<file path="src/rtl/hsvrot_pkg.sv">
// Shared types, constants and helpers for the HSV hue rotation pipeline.
package hsvrot_pkg;

  localparam int unsigned PixW  = 8;
  localparam int unsigned HueW  = 11;
  localparam int unsigned QuotW = PixW + 1;

  // Hue circle in 1/256 sextant units
  localparam logic [HueW-1:0] HueTurn      = 11'd1536;
  localparam logic [HueW-1:0] HueBaseRed   = 11'd0;
  localparam logic [HueW-1:0] HueBaseGreen = 11'd512;
  localparam logic [HueW-1:0] HueBaseBlue  = 11'd1024;
  localparam logic [HueW-1:0] HueOffReset  = 11'd768;

  // Divider: stages and quotient bits resolved per stage
  localparam int unsigned DivStages    = 3;
  localparam int unsigned DivBitsStage = QuotW / DivStages;

  typedef enum logic [2:0] {
    SextRedUp     = 3'd0,
    SextGreenDown = 3'd1,
    SextGreenUp   = 3'd2,
    SextBlueDown  = 3'd3,
    SextBlueUp    = 3'd4,
    SextRedDown   = 3'd5
  } sext_e;

  typedef struct packed {
    logic [PixW-1:0] blue_in;
    logic [PixW-1:0] green_in;
    logic [PixW-1:0] red_in;
  } pix_in_t;

  typedef struct packed {
    logic [PixW-1:0] blue_out;
    logic [PixW-1:0] green_out;
    logic [PixW-1:0] red_out;
  } pix_out_t;

  // Per-pixel data that rides alongside the divider
  typedef struct packed {
    logic [PixW-1:0] mx;
    logic [PixW-1:0] mn;
    logic [PixW-1:0] delta;
    logic [HueW-1:0] base;
    logic            neg;
  } hue_side_t;

  typedef struct packed {
    logic [PixW-1:0] num;
    logic [PixW-1:0] den;
  } div_in_t;

  typedef struct packed {
    logic [QuotW-1:0] quot;
    logic             rem_nz;
  } div_out_t;

  // One restoring step: returns {quotient bit, new remainder}
  function automatic logic [PixW:0] div_step(logic [PixW-1:0] rem, logic [PixW-1:0] den);
    logic [PixW:0] t;
    logic [PixW:0] d;
    t = {rem, 1'b0};
    d = {1'b0, den};
    if (t >= d) begin
      div_step = {1'b1, t[PixW-1:0] - den};
    end else begin
      div_step = {1'b0, t[PixW-1:0]};
    end
  endfunction

endpackage

</file>
<file path="src/rtl/hsvrot_div.sv">
// Pipelined restoring divider: floor(num * 256 / den), three quotient bits per stage.
module hsvrot_div (
  input  logic                  clk_i,
  input  logic                  rst_ni,
  input  logic                  valid_i,
  input  hsvrot_pkg::div_in_t   op_i,
  input  hsvrot_pkg::hue_side_t side_i,
  output logic                  valid_o,
  output logic                  pending_o,
  output hsvrot_pkg::div_out_t  res_o,
  output hsvrot_pkg::hue_side_t side_o
);

  localparam int unsigned N = hsvrot_pkg::DivStages;
  localparam int unsigned B = hsvrot_pkg::DivBitsStage;
  localparam int unsigned W = hsvrot_pkg::PixW;
  localparam int unsigned Q = hsvrot_pkg::QuotW;

  logic                  valid_q [N];
  logic [W-1:0]          rem_q   [N];
  logic [W-1:0]          rem_d   [N];
  logic [Q-1:0]          quot_q  [N];
  logic [Q-1:0]          quot_d  [N];
  logic [W-1:0]          den_q   [N];
  hsvrot_pkg::hue_side_t side_q  [N];

  always_comb begin
    logic [W-1:0] r;
    logic [Q-1:0] q;
    logic [W:0]   st;
    // leading bit: num compared unshifted, since num <= den
    q = '0;
    if (op_i.num >= op_i.den) begin
      q[0] = 1'b1;
      r    = op_i.num - op_i.den;
    end else begin
      r    = op_i.num;
    end
    for (int k = 1; k < B; k++) begin
      st = hsvrot_pkg::div_step(r, op_i.den);
      q  = {q[Q-2:0], st[W]};
      r  = st[W-1:0];
    end
    rem_d[0]  = r;
    quot_d[0] = q;
    for (int s = 1; s < N; s++) begin
      q = quot_q[s-1];
      r = rem_q[s-1];
      for (int k = 0; k < B; k++) begin
        st = hsvrot_pkg::div_step(r, den_q[s-1]);
        q  = {q[Q-2:0], st[W]};
        r  = st[W-1:0];
      end
      rem_d[s]  = r;
      quot_d[s] = q;
    end
  end

  always_ff @(posedge clk_i or negedge rst_ni) begin
    if (!rst_ni) begin
      for (int s = 0; s < N; s++) valid_q[s] <= 1'b0;
    end else begin
      valid_q[0] <= valid_i;
      for (int s = 1; s < N; s++) valid_q[s] <= valid_q[s-1];
    end
  end

  always_ff @(posedge clk_i) begin
    rem_q[0]  <= rem_d[0];
    quot_q[0] <= quot_d[0];
    den_q[0]  <= op_i.den;
    side_q[0] <= side_i;
    for (int s = 1; s < N; s++) begin
      rem_q[s]  <= rem_d[s];
      quot_q[s] <= quot_d[s];
      den_q[s]  <= den_q[s-1];
      side_q[s] <= side_q[s-1];
    end
  end

  // any stage still holding a transfer
  always_comb begin
    pending_o = 1'b0;
    for (int s = 0; s < N; s++) pending_o = pending_o | valid_q[s];
  end

  assign valid_o      = valid_q[N-1];
  assign res_o.quot   = quot_q[N-1];
  assign res_o.rem_nz = |rem_q[N-1];
  assign side_o       = side_q[N-1];

  a_valid_latency: assert property (@(posedge clk_i) disable iff (!rst_ni)
    valid_i |-> ##3 valid_o)
    else $error("divider lost a transfer");

  a_quot_range: assert property (@(posedge clk_i) disable iff (!rst_ni)
    (valid_o && side_o.delta != '0) |-> res_o.quot <= 9'd256)
    else $error("quotient above one sextant");

  a_rem_below_den: assert property (@(posedge clk_i) disable iff (!rst_ni)
    (valid_o && side_o.delta != '0) |-> rem_q[N-1] < den_q[N-1])
    else $error("remainder not below divisor");

endmodule

</file>
<file path="src/rtl/hsv_hue_rotate_pixel.sv">
// Top level: RGB pixel hue rotation through an integer HSV pipeline.
//
// One pixel is taken per clock: start with busy low is a transfer, and busy
// never rises, so pixels may be issued back to back without a gap. Each
// result appears on pixel_o for a single cycle, flagged by out_valid_o;
// the receiver cannot stall the output, so it must take every result as it
// comes. The pipeline has one stage for min/max and channel difference,
// three stages of the hue divider (three quotient bits each), one for hue
// and offset wrap, one for the two ramp multipliers and one for the output
// register. Grey and black pixels pass through unchanged. The hue offset is
// written on the cfg channel, taken modulo 1536 (one full turn) at write
// time, and cfg_ready_o is low while start is high or any pixel is in
// flight.
module hsv_hue_rotate_pixel (
  input  logic                 clk_i,
  input  logic                 rst_ni,
  input  logic                 start,
  output logic                 busy,
  input  hsvrot_pkg::pix_in_t  pixel_i,
  output logic                 out_valid_o,
  output hsvrot_pkg::pix_out_t pixel_o,
  input  logic                 cfg_valid_i,
  output logic                 cfg_ready_o,
  input  logic [10:0]          cfg_data_i
);

  localparam int unsigned W = hsvrot_pkg::PixW;
  localparam int unsigned H = hsvrot_pkg::HueW;

  logic take;

  // Hue offset register, held already reduced below one turn
  logic [H-1:0] hue_off_q;

  // Stage 1: extremes and hue numerator
  logic                  s1_valid_q;
  hsvrot_pkg::hue_side_t s1_side_q, s1_side_d;
  logic [W-1:0]          s1_num_q, s1_num_d;

  // Divider outputs
  logic                  dv_valid;
  logic                  dv_busy;
  hsvrot_pkg::div_out_t  dv_res;
  hsvrot_pkg::hue_side_t dv_side;
  hsvrot_pkg::div_in_t   dv_op;

  // Stage 5: hue after rotation
  logic         s5_valid_q;
  logic [H-1:0] s5_hue_q, s5_hue_d;
  logic [W-1:0] s5_mx_q, s5_mn_q, s5_delta_q;

  // Stage 6: ramps
  logic         s6_valid_q;
  logic [2:0]   s6_sext_q;
  logic [W-1:0] s6_up_q, s6_down_q, s6_mx_q, s6_mn_q;
  logic [W-1:0] s6_up_d, s6_down_d;

  // Stage 7: output
  logic                 s7_valid_q;
  hsvrot_pkg::pix_out_t s7_pix_q, s7_pix_d;

  assign busy        = 1'b0;
  assign take        = start && !busy;
  // offset only changes with the whole pipe empty and no pixel on offer
  assign cfg_ready_o = !(start || s1_valid_q || dv_busy || s5_valid_q || s6_valid_q ||
                         s7_valid_q);

  always_ff @(posedge clk_i or negedge rst_ni) begin
    if (!rst_ni) begin
      hue_off_q <= hsvrot_pkg::HueOffReset;
    end else if (cfg_valid_i && cfg_ready_o) begin
      if (cfg_data_i >= hsvrot_pkg::HueTurn) begin
        hue_off_q <= cfg_data_i - hsvrot_pkg::HueTurn;
      end else begin
        hue_off_q <= cfg_data_i;
      end
    end
  end

  // ---- stage 1 ----
  always_comb begin
    logic [W-1:0] r, g, b, mx, mn;
    logic [W:0]   diff;
    r  = pixel_i.red_in;
    g  = pixel_i.green_in;
    b  = pixel_i.blue_in;
    mx = r;
    mn = r;
    if (g > mx) mx = g;
    if (b > mx) mx = b;
    if (g < mn) mn = g;
    if (b < mn) mn = b;
    // sector picked by which channel is largest, red first
    if (r == mx) begin
      diff           = {1'b0, g} - {1'b0, b};
      s1_side_d.base = diff[W] ? hsvrot_pkg::HueTurn : hsvrot_pkg::HueBaseRed;
    end else if (g == mx) begin
      diff           = {1'b0, b} - {1'b0, r};
      s1_side_d.base = hsvrot_pkg::HueBaseGreen;
    end else begin
      diff           = {1'b0, r} - {1'b0, g};
      s1_side_d.base = hsvrot_pkg::HueBaseBlue;
    end
    s1_side_d.mx    = mx;
    s1_side_d.mn    = mn;
    s1_side_d.delta = mx - mn;
    s1_side_d.neg   = diff[W];
    s1_num_d        = diff[W] ? W'(-diff) : diff[W-1:0];
  end

  always_ff @(posedge clk_i) begin
    s1_side_q <= s1_side_d;
    s1_num_q  <= s1_num_d;
  end

  assign dv_op.num = s1_num_q;
  assign dv_op.den = s1_side_q.delta;

  hsvrot_div u_div (
    .clk_i     (clk_i),
    .rst_ni    (rst_ni),
    .valid_i   (s1_valid_q),
    .op_i      (dv_op),
    .side_i    (s1_side_q),
    .valid_o   (dv_valid),
    .pending_o (dv_busy),
    .res_o     (dv_res),
    .side_o    (dv_side)
  );

  // ---- stage 5: signed floor quotient, base, offset, wrap ----
  always_comb begin
    logic [H-1:0] mag, raw;
    logic [H:0]   sum;
    mag = H'(dv_res.quot);
    // floor of a negative ratio rounds away from zero
    if (dv_side.neg) begin
      mag = mag + H'(dv_res.rem_nz);
      raw = dv_side.base - mag;
    end else begin
      raw = dv_side.base + mag;
    end
    sum = {1'b0, raw} + {1'b0, hue_off_q};
    if (sum >= {1'b0, hsvrot_pkg::HueTurn}) begin
      sum = sum - {1'b0, hsvrot_pkg::HueTurn};
    end
    s5_hue_d = sum[H-1:0];
  end

  always_ff @(posedge clk_i) begin
    s5_hue_q   <= s5_hue_d;
    s5_mx_q    <= dv_side.mx;
    s5_mn_q    <= dv_side.mn;
    s5_delta_q <= dv_side.delta;
  end

  // ---- stage 6: ramp multipliers ----
  always_comb begin
    logic [2*W-1:0] p_up;
    logic [2*W:0]   p_down;
    logic [W:0]     inv;
    inv       = (W+1)'(1 << W) - {1'b0, s5_hue_q[W-1:0]};
    p_up      = s5_hue_q[W-1:0] * s5_delta_q;
    p_down    = inv * s5_delta_q;
    s6_up_d   = p_up[2*W-1:W];
    s6_down_d = p_down[2*W-1:W];
  end

  always_ff @(posedge clk_i) begin
    s6_sext_q <= s5_hue_q[H-1:W];
    s6_up_q   <= s6_up_d;
    s6_down_q <= s6_down_d;
    s6_mx_q   <= s5_mx_q;
    s6_mn_q   <= s5_mn_q;
  end

  // ---- stage 7: rebuild by sextant ----
  always_comb begin
    logic [W-1:0] up, down;
    up   = s6_mn_q + s6_up_q;
    down = s6_mn_q + s6_down_q;
    case (hsvrot_pkg::sext_e'(s6_sext_q))
      hsvrot_pkg::SextRedUp: begin
        s7_pix_d = '{blue_out: s6_mn_q, green_out: up, red_out: s6_mx_q};
      end
      hsvrot_pkg::SextGreenDown: begin
        s7_pix_d = '{blue_out: s6_mn_q, green_out: s6_mx_q, red_out: down};
      end
      hsvrot_pkg::SextGreenUp: begin
        s7_pix_d = '{blue_out: up, green_out: s6_mx_q, red_out: s6_mn_q};
      end
      hsvrot_pkg::SextBlueDown: begin
        s7_pix_d = '{blue_out: s6_mx_q, green_out: down, red_out: s6_mn_q};
      end
      hsvrot_pkg::SextBlueUp: begin
        s7_pix_d = '{blue_out: s6_mx_q, green_out: s6_mn_q, red_out: up};
      end
      default: begin
        s7_pix_d = '{blue_out: down, green_out: s6_mn_q, red_out: s6_mx_q};
      end
    endcase
  end

  always_ff @(posedge clk_i) begin
    s7_pix_q <= s7_pix_d;
  end

  // valid bits travel with the data
  always_ff @(posedge clk_i or negedge rst_ni) begin
    if (!rst_ni) begin
      s1_valid_q <= 1'b0;
      s5_valid_q <= 1'b0;
      s6_valid_q <= 1'b0;
      s7_valid_q <= 1'b0;
    end else begin
      s1_valid_q <= take;
      s5_valid_q <= dv_valid;
      s6_valid_q <= s5_valid_q;
      s7_valid_q <= s6_valid_q;
    end
  end

  assign out_valid_o = s7_valid_q;
  assign pixel_o     = s7_pix_q;

  a_latency: assert property (@(posedge clk_i) disable iff (!rst_ni)
    take |-> ##7 out_valid_o)
    else $error("pixel transfer did not yield a result");

  a_no_spurious: assert property (@(posedge clk_i) disable iff (!rst_ni)
    out_valid_o |-> $past(take, 7))
    else $error("result without a pixel transfer");

  a_ramp_range: assert property (@(posedge clk_i) disable iff (!rst_ni)
    s6_valid_q |-> (s6_up_q <= s6_mx_q - s6_mn_q && s6_down_q <= s6_mx_q - s6_mn_q))
    else $error("ramp exceeds channel spread");

  a_hue_range: assert property (@(posedge clk_i) disable iff (!rst_ni)
    s5_valid_q |-> s5_hue_q < hsvrot_pkg::HueTurn)
    else $error("rotated hue beyond one turn");

  a_cfg_idle: assert property (@(posedge clk_i) disable iff (!rst_ni)
    (cfg_valid_i && cfg_ready_o) |=> hue_off_q < hsvrot_pkg::HueTurn)
    else $error("hue offset not reduced on write");

endmodule

</file>
<file path="config.mk">
export PLATFORM = sky130hd
export DESIGN_NAME = hsv_hue_rotate_pixel
export DESIGN_NICKNAME = d
export VERILOG_FILES = /design/src/rtl/hsvrot_pkg.sv /design/src/rtl/hsvrot_div.sv /design/src/rtl/hsv_hue_rotate_pixel.sv
export SDC_FILE = /design/constraint.sdc
export NUM_CORES = 1
export LEC_CHECK = 0
export BUFFER_PORTS_ARGS = -buffer_cell sky130_fd_sc_hd__buf_2
export CAP_MARGIN = 20
export CORE_MARGIN = 10
export CORE_UTILIZATION = 40
export CTS_BUF_LIST = sky130_fd_sc_hd__clkbuf_2
export DETAILED_ROUTE_END_ITERATION = 7
export PLACE_DENSITY_LB_ADDON = 0.2
export SKIP_CTS_REPAIR_TIMING = 1
export SLEW_MARGIN = 20
export SYNTH_ARGS = -nofsm -noshare
export SYNTH_HDL_FRONTEND = slang
export SYNTH_SLANG_ARGS = --single-unit
</file>
<file path="constraint.sdc">
create_clock -name clk_i -period 7.6 [get_ports clk_i]
set_input_delay 1.52 -clock clk_i [delete_from_list [all_inputs] [get_ports clk_i]]
set_output_delay 1.52 -clock clk_i [all_outputs]
set_load 0.01 [all_outputs]
</file>
==> results of run 1 <==
placed cells by master (no fill, tap or decap), drive strengths merged, types with 18 or more instances in the layout:
master | Yosys | routed
nor2 | 120 | 120
nor3 | 18 | 18
buf | 15 | 78
o21bai | 22 | 22
mux2i | 36 | 36
clkbuf | 38 | 98
fa | 86 | 86
ha | 217 | 217
a21o | 58 | 58
nor2b | 23 | 23
a21oi | 135 | 135
dfxtp | 252 | 252
inv | 236 | 238
o21ai | 106 | 106
and2 | 74 | 74
nand2 | 167 | 167
xnor2 | 101 | 101
nand2b | 19 | 19
mux2 | 36 | 36
xor2 | 43 | 43
worst max-delay path, delay by kind of cell (launching register included):
kind | cells | cell delay (ps)
AO/OA/AOI/OAI | 17 | 3490
AND/OR/NAND/NOR | 4 | 710
adder cells (fa/ha/maj) | 4 | 1220
buffers and inverters | 2 | 140
flip-flops | 1 | 470
multiplexers | 2 | 710
stage by stage:
stage	area, um^2	cells	utilization	hold WS (ps)	setup WS (ps)
after detailed placement	19100	2613	0.4292	312.1	540.6
after floorplan	18150	1996	-	309.6	699.6
after global placement	19100	2613	0.4292	309.9	678.7
final	19770	2730	0.4441	317.1	706.3
after global routing	19760	2729	0.4440	315.1	22.27
after CTS	19750	2728	0.4437	306.3	434.4
per-layer routing:
| layer | track usage | vias to the layer above | part of all wire |
|---|---|---|---|
| met5 | 0 | - | 0 |
| li1 | - | 6920 | - |
| met2 | 0.2551 | 264 | 0.46 |
| met3 | 0.02847 | 80 | 0.042 |
| met1 | 0.1962 | 6317 | 0.46 |
| met4 | 0.07507 | 0 | 0.036 |
final cells by class:
type | count | area (um^2)
diodes | 2 | 5.005
clock buffers | 98 | 490.5
clock inverters | 17 | 156.4
fillers | 4453 | 24750
inverters | 236 | 885.9
multi-input cells | 1437 | 11560
flip-flops and latches | 270 | 5498
well taps | 592 | 740.7
repair buffers | 78 | 425.4
final timing paths:
kind / startpoint / depth (start not counted) / to
min in group asynchronous: rst_ni / 1 / s5_valid_q$_DFF_PN0_
worst max register to register: dv_op[0]$_DFF_P_ / 29 / u_div.rem_q[0][4]$_DFF_P_
worst max-delay path: dv_op[0]$_DFF_P_ / 29 / u_div.rem_q[0][4]$_DFF_P_
worst min register to register: u_div.side_q[0][47]$_DFF_P_ / 0 / u_div.side_q[0][83]$_DFF_P_
max in group asynchronous: rst_ni / 1 / hue_off_q[7]$_DFFE_PN0P_
worst min-delay path: u_div.side_q[0][47]$_DFF_P_ / 0 / u_div.side_q[0][83]$_DFF_P_
state kept, by name, indices dropped and copies added (netlist names), 8 cells and up:
name,cells
s5_delta_q,8
hue_off_q,11
pixel_o,24
u_div.quot_q,18
s5_hue_q,11
s1_num_q,8
s6_up_q,8
s5_mn_q,8
dv_op,8
s6_mn_q,8
s6_down_q,8
u_div.side_q,66
s5_mx_q,8
u_div.rem_q,24
s6_mx_q,8
s1_side_q,19
u_div.den_q,15
kinds of logic (layout without fill, tap and decap cells):
| group | count (synthesis) | after routing | share of synthesized area |
|---|---|---|---|
| flops | 270 | 270 | 0.3030 |
| other cells | 1 | 3 | 0.0002066 |
| simple gates | 499 | 499 | 0.1330 |
| fa+ha+maj | 303 | 303 | 0.2445 |
| buf+inv | 289 | 429 | 0.06088 |
| compound gates | 418 | 418 | 0.1466 |
| mux | 72 | 72 | 0.04240 |
| xor+xnor | 144 | 144 | 0.06950 |
==> results.json, run 1 <==
{
  "synth_warnings": 0,
  "finalSetupViolations": 0,
  "grt_max_degree": 44,
  "root_buffer": "clkbuf_2",
  "async_flop_share": 0.06667,
  "ys_seq_elements": 270,
  "run_status": "completed",
  "tritoncts_num_sinks": 270,
  "synthCells": 1996,
  "antenna_found_initial": 1,
  "yosysUniqueCellTypes": 80,
  "cts_buffers": 70,
  "hold_viol": 0,
  "holdCritPathClass": "reg -> reg",
  "remaining_drc_errors": 0,
  "die_x_um": 233,
  "core_area_mm2": 0.04451,
  "synth_edf_count": 0,
  "wire_per_inst_um": 15.11,
  "syn_nets": 2338,
  "fin_crit_sh": 0.9071,
  "grt_pass1_vias": 14020,
  "antenna_left": 0,
  "htree_levels": 3,
  "die-area_mm2": 0.05429,
  "io_buffers": 64,
  "grt_overflow_total": 0,
  "rows": 77,
  "layout.nets": 2435,
  "via_per_inst": 4.975,
  "ys.flop_type": "dfxtp_1",
  "cts_tree": "done",
  "grt_pass1_wl_um": 69100,
  "finClkSkew_ps": 94.70,
  "cpPeakStageDelay_ps": 470,
  "synth.area.top_cells": "dfxtp_1 (28%), ha_1 (15%), fa_1 (9.5%), inv_1 (4.9%), xnor2_1 (4.9%)",
  "drtIter0Drc": 761,
  "rsz0062_at_grt": "false",
  "critPathMaxFanout": 8,
  "syn_to_final_growth_pct": 8.915,
  "avgSynthCellArea_um2": 9.092,
  "ctsLongestPathBuffers": 3,
  "synth_common_cells": "dfxtp_1 (252), inv_1 (236), ha_1 (217), nand2_1 (166), a21oi_1 (135)",
  "worst_path_most_repeated_cell": "a21o_1",
  "crit_path_top_delay_cell": "dfxtp_1",
  "fin_setup_tns_ps": 0,
  "synth_top_area_cell": "dfxtp_1",
  "cp-start-kind": "flop",
  "tightest_slew_ps": 960.3,
  "fmax_mhz": 145.1,
  "clock_latency_ps": 950,
  "wl_um": 41240,
  "drtPass1Iterations": 5,
  "ios": 66,
  "place.gp.congestion": 0.8910,
  "synth_area_mm2": 0.01815,
  "hpwl_um": 32870,
  "die_h_um": 233,
  "maxCapViolCount": 0,
  "worstSetupPathType": "reg -> reg",
  "maxSlewHeadroom": 0.3589,
  "r2r_slack_ps": 710,
  "initial_core_util": 0.4077,
  "critical_path_required_ps": 8350,
  "grt_usage": 0.1563,
  "yosysMostFrequentCell": "dfxtp_1",
  "synth-seq-area-share": 0.3030,
  "cp_data_arrival_time_ps": 7640,
  "drive_gt1_frac": 0.1194,
  "synth_top_area_frac": 0.2780,
  "clk_pin_slew_worst_paths_ps": 90,
  "cp-end-kind": "flop",
  "via_count": 13580,
  "slew_violations": 0,
  "fin_crit_ps": 6894
}
Power of run 1 is left out: the tool's default activity adds up to more than one toggle a clock period on the data nets, which glitch-free logic cannot reach.
==> run 2, diff against run 1 <==
--- a/config.mk
+++ b/config.mk
@@ -7,10 +7,12 @@
 export LEC_CHECK = 0
 export BUFFER_PORTS_ARGS = -buffer_cell sky130_fd_sc_hd__buf_2
 export CAP_MARGIN = 20
+export CORE_ASPECT_RATIO = 1.4
 export CORE_MARGIN = 10
 export CORE_UTILIZATION = 40
 export CTS_BUF_LIST = sky130_fd_sc_hd__clkbuf_2
 export DETAILED_ROUTE_END_ITERATION = 7
+export MAX_ROUTING_LAYER = met4
 export PLACE_DENSITY_LB_ADDON = 0.2
 export SKIP_CTS_REPAIR_TIMING = 1
 export SLEW_MARGIN = 20
==> run 2 against run 1 <==
  * Global-route usage up 0.87 points
  * Fmax down 1.5%
  * Non-clock buffer count up 7
  * Cell count up 1.0%
  * Routed wire length up 4.1%
  * Hold slack worse by 97 ps
  * Via count up 1.1%
  * Clock-buffer cell count down 2
  * Sequential cell count unchanged
  * Critical path type unchanged
==> results.json, run 2 (synthesis results as in run 1) <==
{
  "cts_tree": "done",
  "largest_register": "u_div.side_q",
  "crit_path_top_delay_cell": "dfxtp_1",
  "whs_path_depth": 0,
  "hold_end": "s5_mn_q[6]$_DFF_P_",
  "final_common_cell": "dfxtp_1",
  "wl_um": 42940,
  "slew_violations": 0,
  "fin_crit_ps": 6996,
  "r2r_start": "dv_op[1]$_DFF_P_",
  "critical_path_required_ps": 8310,
  "fin_setup_tns_ps": 0,
  "ios": 66,
  "wire_per_inst_um": 15.57,
  "maxCapViolCount": 0,
  "tightest_slew_ps": 1091,
  "antenna_left": 0,
  "rsz0062_at_grt": "false",
  "run_status": "completed",
  "rows": 92,
  "fin_crit_sh": 0.9205,
  "antenna_found_initial": 1,
  "cp-end-kind": "flop",
  "grt_pass1_vias": 14300,
  "grt_max_degree": 44,
  "core_area_mm2": 0.04501,
  "largest_reg_flops": 66,
  "grt_pass1_wl_um": 70090,
  "cpPeakStageDelay_ps": 480,
  "clock_latency_ps": 930,
  "cts_buffers": 68,
  "final_cell_mix": "dfxtp_1 (252), inv_1 (236), ha_1 (217), nand2_1 (166), a21oi_1 (135)",
  "reg2reg_to": "u_div.rem_q[0][7]$_DFF_P_",
  "htree_levels": 3,
  "die-area_mm2": 0.05441,
  "place.gp.congestion": 0.9113,
  "hold_viol": 0,
  "initial_core_util": 0.4032,
  "holdCritPathClass": "reg -> reg",
  "worst_path_most_repeated_cell": "a21o_1",
  "grt_usage": 0.1650,
  "fmax_mhz": 142.9,
  "drtPass1Iterations": 5,
  "r2r_slack_ps": 600,
  "drive_gt1_frac": 0.1193,
  "finalSetupViolations": 0,
  "syn_to_final_growth_pct": 9.246,
  "root_buffer": "clkbuf_2",
  "grt_overflow_total": 0,
  "io_buffers": 64,
  "die_h_um": 272.0,
  "die_x_um": 200.0,
  "layout.nets": 2440,
  "worstSetupPathType": "reg -> reg",
  "cp_data_arrival_time_ps": 7710,
  "cp-start-kind": "flop",
  "hpwl_um": 34550,
  "drtIter0Drc": 553,
  "reg2regPathDepth": 30,
  "critPathMaxFanout": 12,
  "ctsLongestPathBuffers": 3,
  "remaining_drc_errors": 0,
  "maxSlewHeadroom": 0.2701,
  "clk_pin_slew_worst_paths_ps": 90,
  "hold_start": "u_div.side_q[0][98]$_DFF_P_",
  "tritoncts_num_sinks": 270,
  "finClkSkew_ps": 133.4,
  "via_per_inst": 4.977,
  "via_count": 13730
}
==> run 2: cell count changes in the layout (fill, tap and decap cells not counted), sizes merged <==
cell / previous run / this run
diode: 2 / 1
bufinv: 3 / 2
clkbuf: 98 / 96
clkinv: 11 / 17
buf: 78 / 85
==> run 2: final cells by class <==
cell class	count	area (um^2)
diodes	1	2.502
clock buffers	96	480.5
fillers	4482	25180
inverters	236	885.9
multi-input cells	1437	11560
clock inverters	22	142.6
repair buffers	85	490.5
well taps	611	764.5
flip-flops and latches	270	5498
==> run 2: worst max-delay path by stage <==
| stage | start | endpoint | slack, ps | cells after the start |
|---|---|---|---|---|
| 6_report | dv_op[1]$_DFF_P_ | u_div.rem_q[0][7]$_DFF_P_ | 600 | 30 |
| 5_1_grt | dv_op[0]$_DFF_P_ | u_div.rem_q[0][7]$_DFF_P_ | 30 | 31 |
| 4_1_cts | dv_op[1]$_DFF_P_ | u_div.rem_q[0][6]$_DFF_P_ | 200 | 29 |
| 3_5_place_dp | dv_op[1]$_DFF_P_ | u_div.rem_q[0][3]$_DFF_P_ | 280 | 29 |
| 3_3_place_gp | dv_op[1]$_DFF_P_ | u_div.rem_q[0][2]$_DFF_P_ | 530 | 29 |
| 2_1_floorplan | pixel_i[9] | dv_op[7]$_DFF_P_ | 700 | 29 |
==> run 2: worst max-delay path, delay by kind of cell (launching register included) <==
kind / cells / cell delay (ps)
flops: 1 / 480
compound gates: 17 / 3480
mux: 2 / 540
simple gates: 4 / 710
buf+inv: 4 / 590
fa+ha+maj: 3 / 1100
==> run 2: layer usage <==
| layer | vias up | routed length [um] | GRT usage |
|---|---|---|---|
| met4 | 0 | 1366 | 0.07589 |
| met2 | 204 | 23680 | 0.3084 |
| met3 | 73 | 1012 | 0.02234 |
| met5 | - | 0 | - |
| li1 | 6937 | - | - |
| met1 | 6512 | 16880 | 0.1646 |
==> run 2: stage by stage <==
step | hold slack (ps) | cells | area, um^2 | setup slack [ps] | util
after global routing | 239.6 | 2758 | 19830 | 26.27 | 0.4405
after detailed placement | 312.1 | 2638 | 19170 | 277.0 | 0.4259
after global placement | 309.6 | 2638 | 19170 | 532.6 | 0.4259
after floorplan | 309.6 | 1996 | 18150 | 699.6 | -
after CTS | 209.5 | 2756 | 19790 | 197.3 | 0.4398
final | 220.1 | 2758 | 19830 | 603.9 | 0.4405
Power of run 2 is left out for the same reason.
==> run 3, diff against run 2 <==
--- a/config.mk
+++ b/config.mk
@@ -9,11 +9,12 @@
 export CAP_MARGIN = 20
 export CORE_ASPECT_RATIO = 1.4
 export CORE_MARGIN = 10
-export CORE_UTILIZATION = 40
+export CORE_UTILIZATION = 51
 export CTS_BUF_LIST = sky130_fd_sc_hd__clkbuf_2
+export CTS_CLUSTER_DIAMETER = 30
 export DETAILED_ROUTE_END_ITERATION = 7
 export MAX_ROUTING_LAYER = met4
-export PLACE_DENSITY_LB_ADDON = 0.2
+export PLACE_DENSITY = 0.68
 export SKIP_CTS_REPAIR_TIMING = 1
 export SLEW_MARGIN = 20
 export SYNTH_ARGS = -nofsm -noshare
==> run 3 against run 2 <==
  * Routed wire length is 3.9% lower
  * Utilization grew 12 points
  * Critical path depth fell by 1
  * Largest cell class unchanged
  * Critical endpoint is now u_div.rem_q[0][3]$_DFF_P_
  * Highest routed layer unchanged
  * Non-clock buffer count shrank 10
  * Sequential cell count stayed put
  * Sequential share of layout area up 0.27 points
  * Register-to-register slack lost 60 ps
  * Fmax decreased by 0.80%
  * Die area decreased by 20%
  * Hold slack better by 67 ps
==> results.json, run 3 (synthesis results as in run 1) <==
{
  "run_status": "completed",
  "fmax_mhz": 141.8,
  "hpwl_um": 33100,
  "cts_buffers": 70,
  "wl_met1_um": 15930,
  "cpPeakStageDelay_ps": 460,
  "finalSetupViolations": 0,
  "syn_to_final_growth_pct": 8.204,
  "ios": 66,
  "fin_setup_tns_ps": 0,
  "worst_path_most_repeated_cell": "a21o_1",
  "clk_pin_slew_worst_paths_ps": 90,
  "cp-end-kind": "flop",
  "worstSetupPathType": "reg -> reg",
  "maxSlewHeadroom": 0.2718,
  "r2r_start": "dv_op[0]$_DFF_P_",
  "crit_path_top_delay_cell": "dfxtp_1",
  "grt_overflow_total": 0,
  "antenna_found_initial": 2,
  "cts_tree": "done",
  "drtPass1Iterations": 5,
  "rows": 81,
  "layout.nets": 2432,
  "die_x_um": 179.4,
  "startpoint": "dv_op[0]$_DFF_P_",
  "grt_pass1_wl_um": 68690,
  "antenna_left": 0,
  "wire_per_inst_um": 15.88,
  "io_buffers": 64,
  "ctsLongestPathBuffers": 3,
  "rsz0062_at_grt": "false",
  "finClkSkew_ps": 85.86,
  "via_per_inst": 5.338,
  "r2r_slack_ps": 550,
  "drtIter0Drc": 722,
  "final_common_cell": "dfxtp_1",
  "reg2regPathDepth": 29,
  "hold_viol": 0,
  "endpoint": "u_div.rem_q[0][3]$_DFF_P_",
  "cp_data_arrival_time_ps": 7760,
  "critPathMaxFanout": 12,
  "met3_length_um": 1288,
  "root_buffer": "clkbuf_2",
  "fin_crit_sh": 0.9280,
  "htree_levels": 3,
  "die-area_mm2": 0.04364,
  "final_cell_mix": "dfxtp_1 (252), inv_1 (236), ha_1 (217), nand2_1 (166), a21oi_1 (135)",
  "drive_gt1_frac": 0.1191,
  "largest_register": "u_div.side_q",
  "place.gp.congestion": 0.9579,
  "holdCritPathClass": "reg -> reg",
  "slew_violations": 0,
  "top_layer": "met4",
  "fin_crit_ps": 7052,
  "tightest_slew_ps": 1088,
  "wl_um": 41250,
  "met2_length_um": 22280,
  "grt_pass1_vias": 14590,
  "remaining_drc_errors": 0,
  "initial_core_util": 0.5175,
  "clock_latency_ps": 900,
  "grt_usage": 0.1931,
  "maxCapViolCount": 0,
  "tritoncts_num_sinks": 270,
  "largest_reg_flops": 66,
  "core_area_mm2": 0.03507,
  "via_count": 13870,
  "critical_path_required_ps": 8300,
  "cp-start-kind": "flop",
  "grt_max_degree": 44,
  "reg2reg_to": "u_div.rem_q[0][3]$_DFF_P_",
  "die_h_um": 243.2
}
## run 3: layout make-up
class	instances	area, um^2
Fill cell	3313	15430
Multi-Input combinational cell	1437	11560
Sequential cell	270	5498
Inverter	236	885.9
Tap cell	456	570.5
Clock buffer	97	485.5
Timing Repair Buffer	75	402.9
Clock inverter	26	230.2
Antenna cell	1	2.502
## run 3: layer usage
layer / up-vias / track usage
met2: 266 / 0.3613
met3: 92 / 0.02873
li1: 6931 / -
met4: 0 / 0.1016
met1: 6578 / 0.1882
met5: - / -
## run 3: critical path, delay by kind of cell, from the launching register on
family,cells,cell delay [ps]
compound gates,17,3700
fa+ha+maj,4,1220
flops,1,460
mux,2,730
simple gates,4,680
buf+inv,2,140
## run 3: stage by stage
step	setup WS (ps)	utilization	std cells	hold slack (ps)	area, um^2
finish	547.5	0.5600	2598	287.5	19640
global route	16.63	0.5600	2598	286.6	19640
CTS	443.2	0.5597	2597	282.2	19630
detailed placement	487.6	0.5392	2474	312.1	18910
global placement	677.1	0.5392	2474	309.6	18910
floorplan	699.6	-	1996	309.6	18150
## run 3: worst min path at each step
| stage | start | to | depth (start not counted) |
|---|---|---|---|
| finish | s5_mn_q[7]$_DFF_P_ | s6_mn_q[7]$_DFF_P_ | 0 |
| global route | s5_mn_q[7]$_DFF_P_ | s6_mn_q[7]$_DFF_P_ | 0 |
| detailed placement | u_div.side_q[0][85]$_DFF_P_ | s5_delta_q[1]$_DFF_P_ | 0 |
| floorplan | u_div.side_q[0][84]$_DFF_P_ | s5_delta_q[0]$_DFF_P_ | 0 |
| global placement | u_div.side_q[0][87]$_DFF_P_ | s5_delta_q[3]$_DFF_P_ | 0 |
| CTS | u_div.quot_q[0][11]$_DFF_P_ | u_div.quot_q[0][23]$_DFF_P_ | 0 |
Power of run 3 is left out for the same reason.
